### src/sv/tcw_pkg.sv
`default_nettype none
// ----------------------------------------------------------------------------
// tcw_pkg: shared types and constants of the text console writer
// Command and response payloads, configuration set, cell memory request and
// the sequencer state encoding.
// ----------------------------------------------------------------------------
package tcw_pkg;

  // Cell store geometry (cell memory is MAX_COLS x MAX_ROWS cells)
  localparam int          ADDR_W      = 12;
  localparam int          STORE_DEPTH = 4096;
  localparam logic [7:0]  MAX_COLS    = 8'd128;
  localparam logic [5:0]  MAX_ROWS    = 6'd32;

  // Character codes
  localparam logic [7:0]  CODE_NEWLINE = 8'd10;
  localparam logic [7:0]  CODE_BLANK   = 8'd32;

  // Configuration port
  localparam int CFG_IDX_W  = 3;
  localparam int CFG_DATA_W = 8;

  typedef enum logic [CFG_IDX_W-1:0] {
    CFG_FORE_COLOR    = 3'd0,
    CFG_BACK_COLOR    = 3'd1,
    CFG_SCREEN_WIDTH  = 3'd2,
    CFG_SCREEN_HEIGHT = 3'd3,
    CFG_FIRST_COL     = 3'd4,
    CFG_FIRST_ROW     = 3'd5
  } cfg_idx_t;

  // Command kinds
  typedef enum logic [1:0] {
    KIND_PUT   = 2'd0,
    KIND_CLEAR = 2'd1,
    KIND_LINE  = 2'd2,
    KIND_READ  = 2'd3
  } kind_t;

  typedef struct packed {
    kind_t      kind;
    logic [7:0] char_code;
    logic [4:0] cell_row;
    logic [6:0] cell_col;
  } cmd_t;

  typedef struct packed {
    logic [4:0] cursor_row;
    logic [7:0] cursor_col;
    logic [7:0] read_char;
    logic [7:0] read_attr;
  } rsp_t;

  typedef struct packed {
    logic [3:0] fore_color;
    logic [3:0] back_color;
    logic [7:0] screen_width;
    logic [5:0] screen_height;
    logic [6:0] first_col;
    logic [4:0] first_row;
  } cfg_t;

  // One write port and one read port into the cell memory
  typedef struct packed {
    logic              we;
    logic [ADDR_W-1:0] waddr;
    logic [15:0]       wdata;
    logic              re;
    logic [ADDR_W-1:0] raddr;
  } mem_req_t;

  typedef enum logic [3:0] {
    S_IDLE,
    S_DISPATCH,
    S_SCROLL,
    S_BLANK_BASE,
    S_BLANK,
    S_PUT,
    S_READ,
    S_READ_WAIT,
    S_DONE
  } seq_state_t;

endpackage
`default_nettype wire

### src/sv/tcw_seq.sv
`default_nettype none
// ----------------------------------------------------------------------------
// tcw_seq: command sequencer of the text console writer
// Holds the cursor and walks the cell memory for put, scroll, blanking and
// read. One shared width multiplier forms row base addresses and the scroll end.
// ----------------------------------------------------------------------------
module tcw_seq import tcw_pkg::*; (
  input  wire logic        clk,
  input  wire logic        rst,
  input  wire logic        start,
  output logic             busy,
  input  wire cmd_t        cmd,
  output logic             done,
  output rsp_t             rsp,
  input  wire cfg_t        cfg,
  output mem_req_t         mem_req,
  input  wire logic [15:0] mem_rdata
);

  seq_state_t state, state_next;

  cmd_t              cmd_q;
  logic [4:0]        cur_row;
  logic [7:0]        cur_col;
  logic [7:0]        rd_char;
  logic [7:0]        rd_attr;
  logic [12:0]       cnt;
  logic [12:0]       scroll_end;
  logic              scroll_vld;
  logic [ADDR_W-1:0] scroll_src;
  logic [4:0]        blk_row;
  logic [4:0]        blk_last;
  logic [6:0]        blk_col;
  logic [ADDR_W-1:0] row_base;

  logic [7:0]        eff_w;
  logic [5:0]        eff_h;
  logic [5:0]        h_last;
  logic              blank_ok;
  logic              put_pending;
  logic              need_nl;
  logic              row_adv;
  logic              blk_col_last;
  logic              cnt_run;
  logic [5:0]        mul_b;
  logic [13:0]       mul_p;
  logic [ADDR_W-1:0] put_addr;
  logic [ADDR_W-1:0] rd_addr;
  logic [7:0]        attr;
  seq_state_t        post_state;

  // effective geometry and common conditions
  always_comb begin
    if (cfg.screen_width == 8'd0) begin
      eff_w = 8'd1;
    end else if (cfg.screen_width > MAX_COLS) begin
      eff_w = MAX_COLS;
    end else begin
      eff_w = cfg.screen_width;
    end
    if (cfg.screen_height == 6'd0) begin
      eff_h = 6'd1;
    end else if (cfg.screen_height > MAX_ROWS) begin
      eff_h = MAX_ROWS;
    end else begin
      eff_h = cfg.screen_height;
    end
  end

  assign h_last       = eff_h - 6'd1;
  assign blank_ok     = {1'b0, cfg.first_col} < eff_w;
  assign put_pending  = (cmd_q.kind == KIND_PUT) && (cmd_q.char_code != CODE_NEWLINE);
  assign need_nl      = (cmd_q.char_code == CODE_NEWLINE) || (cur_col >= eff_w);
  assign row_adv      = {1'b0, cur_row} < h_last;
  assign blk_col_last = {1'b0, blk_col} == (eff_w - 8'd1);
  assign cnt_run      = cnt < scroll_end;
  assign attr         = {cfg.back_color, cfg.fore_color};
  assign post_state   = put_pending ? S_PUT : S_DONE;

  // shared multiplier: width times a row count
  always_comb begin
    case (state)
      S_DISPATCH:   mul_b = eff_h;
      S_BLANK_BASE: mul_b = {1'b0, blk_row};
      S_PUT:        mul_b = {1'b0, cur_row};
      S_READ:       mul_b = {1'b0, cmd_q.cell_row};
      default:      mul_b = '0;
    endcase
  end

  assign mul_p    = {6'd0, eff_w} * {8'd0, mul_b};
  assign put_addr = mul_p[ADDR_W-1:0] + {4'd0, cur_col};
  assign rd_addr  = mul_p[ADDR_W-1:0] + {5'd0, cmd_q.cell_col};

  // state register
  always_ff @(posedge clk) begin
    if (rst) begin
      state <= S_IDLE;
    end else begin
      state <= state_next;
    end
  end

  // next state and memory requests
  always_comb begin
    state_next = state;
    mem_req    = '0;

    // scroll copy write lands in the cycle after its read
    if (scroll_vld) begin
      mem_req.we    = 1'b1;
      mem_req.waddr = scroll_src - {4'd0, eff_w};
      mem_req.wdata = mem_rdata;
    end

    case (state)
      S_IDLE: begin
        if (start) begin
          state_next = S_DISPATCH;
        end
      end
      S_DISPATCH: begin
        case (cmd_q.kind)
          KIND_PUT: begin
            if (need_nl) begin
              state_next = row_adv ? post_state : S_SCROLL;
            end else begin
              state_next = S_PUT;
            end
          end
          KIND_CLEAR: begin
            if (({1'b0, cfg.first_row} < eff_h) && blank_ok) begin
              state_next = S_BLANK_BASE;
            end else begin
              state_next = S_DONE;
            end
          end
          KIND_LINE: begin
            if ((cur_col != 8'd0) && blank_ok) begin
              state_next = S_BLANK_BASE;
            end else begin
              state_next = S_DONE;
            end
          end
          default: state_next = S_READ;
        endcase
      end
      S_SCROLL: begin
        if (cnt_run) begin
          mem_req.re    = 1'b1;
          mem_req.raddr = cnt[ADDR_W-1:0];
        end else begin
          state_next = blank_ok ? S_BLANK_BASE : post_state;
        end
      end
      S_BLANK_BASE: state_next = S_BLANK;
      S_BLANK: begin
        mem_req.we    = 1'b1;
        mem_req.waddr = row_base + {5'd0, blk_col};
        mem_req.wdata = {attr, CODE_BLANK};
        if (blk_col_last && (blk_row == blk_last)) begin
          state_next = post_state;
        end
      end
      S_PUT: begin
        mem_req.we    = 1'b1;
        mem_req.waddr = put_addr;
        mem_req.wdata = {attr, cmd_q.char_code};
        state_next    = S_DONE;
      end
      S_READ: begin
        mem_req.re    = 1'b1;
        mem_req.raddr = rd_addr;
        state_next    = S_READ_WAIT;
      end
      S_READ_WAIT: state_next = S_DONE;
      S_DONE:      state_next = S_IDLE;
      default:     state_next = S_IDLE;
    endcase
  end

  // cursor and scroll pipeline control
  always_ff @(posedge clk) begin
    if (rst) begin
      cur_row    <= '0;
      cur_col    <= '0;
      scroll_vld <= 1'b0;
    end else begin
      scroll_vld <= (state == S_SCROLL) && cnt_run;
      case (state)
        S_DISPATCH: begin
          if (cmd_q.kind == KIND_PUT && need_nl) begin
            cur_col <= '0;
            if (row_adv) begin
              cur_row <= cur_row + 5'd1;
            end
          end else if (cmd_q.kind == KIND_LINE) begin
            cur_col <= '0;
          end
        end
        S_PUT:   cur_col <= cur_col + 8'd1;
        default: ;
      endcase
    end
  end

  // sweep counters and result payload
  always_ff @(posedge clk) begin
    scroll_src <= cnt[ADDR_W-1:0];
    case (state)
      S_IDLE: begin
        if (start) begin
          cmd_q   <= cmd;
          rd_char <= '0;
          rd_attr <= '0;
        end
      end
      S_DISPATCH: begin
        scroll_end <= mul_p[12:0];
        cnt        <= {5'd0, eff_w};
        case (cmd_q.kind)
          KIND_CLEAR: begin
            blk_row  <= cfg.first_row;
            blk_last <= h_last[4:0];
          end
          KIND_LINE: begin
            blk_row  <= cur_row;
            blk_last <= cur_row;
          end
          default: begin
            blk_row  <= h_last[4:0];
            blk_last <= h_last[4:0];
          end
        endcase
      end
      S_SCROLL: begin
        if (cnt_run) begin
          cnt <= cnt + 13'd1;
        end
      end
      S_BLANK_BASE: begin
        row_base <= mul_p[ADDR_W-1:0];
        blk_col  <= cfg.first_col;
      end
      S_BLANK: begin
        if (blk_col_last) begin
          blk_col  <= cfg.first_col;
          blk_row  <= blk_row + 5'd1;
          row_base <= row_base + {4'd0, eff_w};
        end else begin
          blk_col <= blk_col + 7'd1;
        end
      end
      S_READ_WAIT: begin
        rd_char <= mem_rdata[7:0];
        rd_attr <= mem_rdata[15:8];
      end
      default: ;
    endcase
  end

  // handshake and result
  assign busy = (state != S_IDLE);
  assign done = (state == S_DONE);
  always_comb begin
    rsp.cursor_row = cur_row;
    rsp.cursor_col = cur_col;
    rsp.read_char  = rd_char;
    rsp.read_attr  = rd_attr;
  end

endmodule
`default_nettype wire

### config.mk
export PLATFORM = sky130hd
export DESIGN_NAME = tcw_seq
export DESIGN_NICKNAME = d
export VERILOG_FILES = /design/src/sv/tcw_pkg.sv /design/src/sv/tcw_seq.sv
export SDC_FILE = /design/constraint.sdc
export NUM_CORES = 1
export LEC_CHECK = 0
export ABC_AREA = 1
export BUFFER_PORTS_ARGS = -buffer_cell sky130_fd_sc_hd__buf_4
export CELL_PAD_IN_SITES_DETAIL_PLACEMENT = 1
export CELL_PAD_IN_SITES_GLOBAL_PLACEMENT = 1
export CORE_MARGIN = 1.5
export CORE_UTILIZATION = 39
export CTS_CLUSTER_DIAMETER = 30
export DETAILED_ROUTE_END_ITERATION = 7
export GPL_TIMING_DRIVEN = 0
export HOLD_SLACK_MARGIN = 0.1
export PLACE_DENSITY_LB_ADDON = 0.1
export REMOVE_ABC_BUFFERS = 1
export SLEW_MARGIN = 20
export SYNTH_ARGS = -nofsm -noshare
export SYNTH_HDL_FRONTEND = slang
export SYNTH_SLANG_ARGS = --single-unit
### constraint.sdc
create_clock -name clk -period 6.7 [get_ports clk]
set_input_delay 0.67 -clock clk [delete_from_list [all_inputs] [get_ports clk]]
set_output_delay 0.67 -clock clk [all_outputs]
set_load 0.02 [all_outputs]
==> results.toml <==
[synth]
synth_top_area_share_pct = 27.69
synthTopCellsByArea = "edfxtp_1, ha_1, nand2_1"
async_reset_ff_share_pct = 0
synth-seq-area-share_pct = 33.64
avgSynthCellArea_sq_um = 7.849
synth_area_leader_cell = "edfxtp_1"
netlist_area_sq_um = 10090
synth_edf_count = 93
yosysWarnings = 0
ys_types = 53
ys_seq_elements = 123
netlist_instances = 1285
synthFlopType = "edfxtp_1"

[finish]
multi_input_area_sq_um = 6210
fin_cells = 1802
utilization_pct = 50.61
area_growth_syn_to_layout_pct = 26.73
drive_above_1_share_pct = 20.04
fillers = 3094
diodes = 0
ff_latch_area_sq_um = 3400
fin_nets = 1668

[global_route]
met3_usage_pct = 3.384
gr-usage-met2_pct = 46.89
busiest_layer = "met2"
grt_usage_pct = 26.81
grt_overflow = 0
first_global_vias = 9870
grt.met1_usage_pct = 34.30
grt_pass1_wl_um = 54430
grt_max_degree = 31
antenna_found_initial = 0

[clocking]
clk_pin_slew_ns = 0.07
clkLatencyLatePin_ns = 0.43
clock_path_buffers = 2
cts-buffers-inserted = 17
hold_buffers = 0
cts_htree_levels = 4
cts_num_sinks = 123
cts_tree = "done"
ctsRootBufferMaster = "clkbuf_16"

[timing]
period_minus_slack_ns = 6.435
holdWs_ns = 0.4070
hold_viol = 0
slew_headroom_pct = 29.55
finalMaxSlewViolations = 0
finalClockSkew_ns = 0.01530
min_period_over_period_pct = 96.04
final-setup-viol-count = 0
tightest_slew_ns = 1.056
max_freq_mhz = 155.4

[critical_path]
critPathKind = "flip-flop to output port"
crit_path_max_fanout = 7
cpMostUsedCell = "ha_1"
cp-start-kind = "flip-flop"
cp-startpoint = "state[3]$_SDFFE_PP0P_"
required_ns = 6.03
worstPathCellList = "nor2_2 > inv_2 > nor3_4 > buf_12 > clkinv_4 > buf_4 > nor2_4 > nor4_4 > buf_4 > nor2_1 > fa_1 > ha_1 > ha_1 > ha_1 > fa_1 > xor2_2 > ha_1 > a21oi_1 > nor2_1 > o21a_1 > o21ai_1 > nand2_1 > o211ai_1 > buf_4"
slowest_stage = "fa_1"
cp.arrival_ns = 5.76
critPathMaxStageDelay_ns = 0.46
worst_setup_path_end_kind = "output port"
r2r-start = "state[2]$_SDFFE_PP0P_"

[worst_hold_path]
hp-class = "primary input to flip-flop"
hold_start = "cmd[15]"

[floorplan]
die_h_um = 163.8
start_util_pct = 39.94
die_area_sq_um = 26840
fp.dieW_um = 163.8
core_sq_um = 25250
pin_count = 148
rows = 58

[route]
vias = 9550
avgRoutedWirePerCell_um = 19.38
drtIter0Drc = 467
drtPass1Iterations = 5
drc = 0
avgViaCountPerCell = 5.300
final_antenna_net_count = 0
routed_wl_um = 34920

[placement]
dp.cells = 1747
dp_hpwl_um = 26870
portBuffers = 147
gp_congestion = 0.8377

[power]
ir_worst_vdd_mv = 0.1772
leakage_uw = 0.005946
power_uw = 3655
powerDensity_nw_per_um2 = 285.9

[run_status]
status = "completed"

[job]
maxCapViolCount = 0
registers in the layout, indices dropped and copies added, names as in the netlist:
register and flops:
cur_col 8, cnt 13, cur_row 5, cmd_q 22
blk_last 5, row_base 12, scroll_end 13, scroll_src 12
scroll_vld 1, state 4, blk_row 5, rd_attr 8
blk_col 7, rd_char 8
metal layers:
metal	vias to the layer above	part of all wire, %
li1	4648	-
met4	0	2.2
met5	-	0
met3	49	4.0
met1	4671	44
met2	182	50
critical path, delay by kind of cell (launching register included):
kind            cells  cell delay [ns]
flops               1             0.40
fa+ha+maj           6             2.15
simple gates        7             0.73
buf+inv             6             0.89
compound gates      4             0.81
xor+xnor            1             0.37
placed cells by master (no fill, tap or decap), drive strengths merged, types with 7 or more instances in the layout:
master  instances
nand3          58
nand2         270
nand4          15
clkbuf         18
dfxtp          30
o21bai          7
xor2           23
ha            105
nor3           18
xnor2          14
o21ai         106
o22ai          16
inv           201
fa             29
buf           175
nor2          145
o211ai          9
edfxtp         93
a21oi          83
cell usage after synthesis (all sizes together), types with 4 or more instances:
cell    number
o211ai       9
dfxtp       30
edfxtp      93
o21bai       7
nand2      270
nand3b       4
inv        197
nand3       58
ha         105
xnor2       14
nor4         5
fa          29
o31ai        4
clkbuf      18
or2          5
o22ai       16
xor2        23
o21ai      106
nor3        18
nand4       15
nor2       145
a21oi       83
power breakdown:
part / total (uW) / internal, uW / switching [uW]
combinational: 1450 / 527 / 919
clock: 1030 / 631 / 400
sequential: 1180 / 1060 / 122
area by class of cell:
type | count | area share [%]
Multi-Input combinational cell | 944 | 48.58
Timing Repair Buffer | 175 | 10.68
Clock inverter | 14 | 1.615
Tap cell | 330 | 3.230
Inverter | 198 | 5.942
Clock buffer | 18 | 3.357
Sequential cell | 123 | 26.60
logic make-up (layout without fill, tap and decap cells):
logic type	Yosys count	count (layout)	synth area share (%)
buffers and inverters	218	405	8.225
AO/OA/AOI/OAI	246	246	13.84
adder cells (fa/ha/maj)	134	134	18.78
XOR/XNOR	38	38	3.511
AND/OR/NAND/NOR	526	526	21.99
flip-flops	123	123	33.64
per-stage QoR:
stage	setup WS [ns]	setup TNS [ns]	instance area, sq um
final	0.2654	0	12780
after global routing	-0.02778	-0.02778	12780
after CTS	0.02539	0	12530
after detailed placement	-1.752	-24.03	11610
after global placement	-2.388	-38.87	11520
after floorplan	-0.1453	-0.3846	10000
timing repair:
action,4_1_cts,5_1_grt
pin swaps,7,14
buffers inserted,13,10
setup endpoints to repair,28,10
resized for setup,46,43
path summary, 6_finish.rpt:
| path | end | slack [ns] | cells past startpoint |
|---|---|---|---|
| worst max-delay path | mem_req[37] | 0.27 | 24 |
| worst min-delay path | cmd_q[15]$_DFFE_PP_ | 0.41 | 1 |
| worst max register to register | scroll_end[12]$_DFFE_PP_ | 1.47 | 25 |
| worst min register to register | scroll_src[0]$_DFF_P_ | 0.46 | 0 |
(Power assumes the default switching activity.)
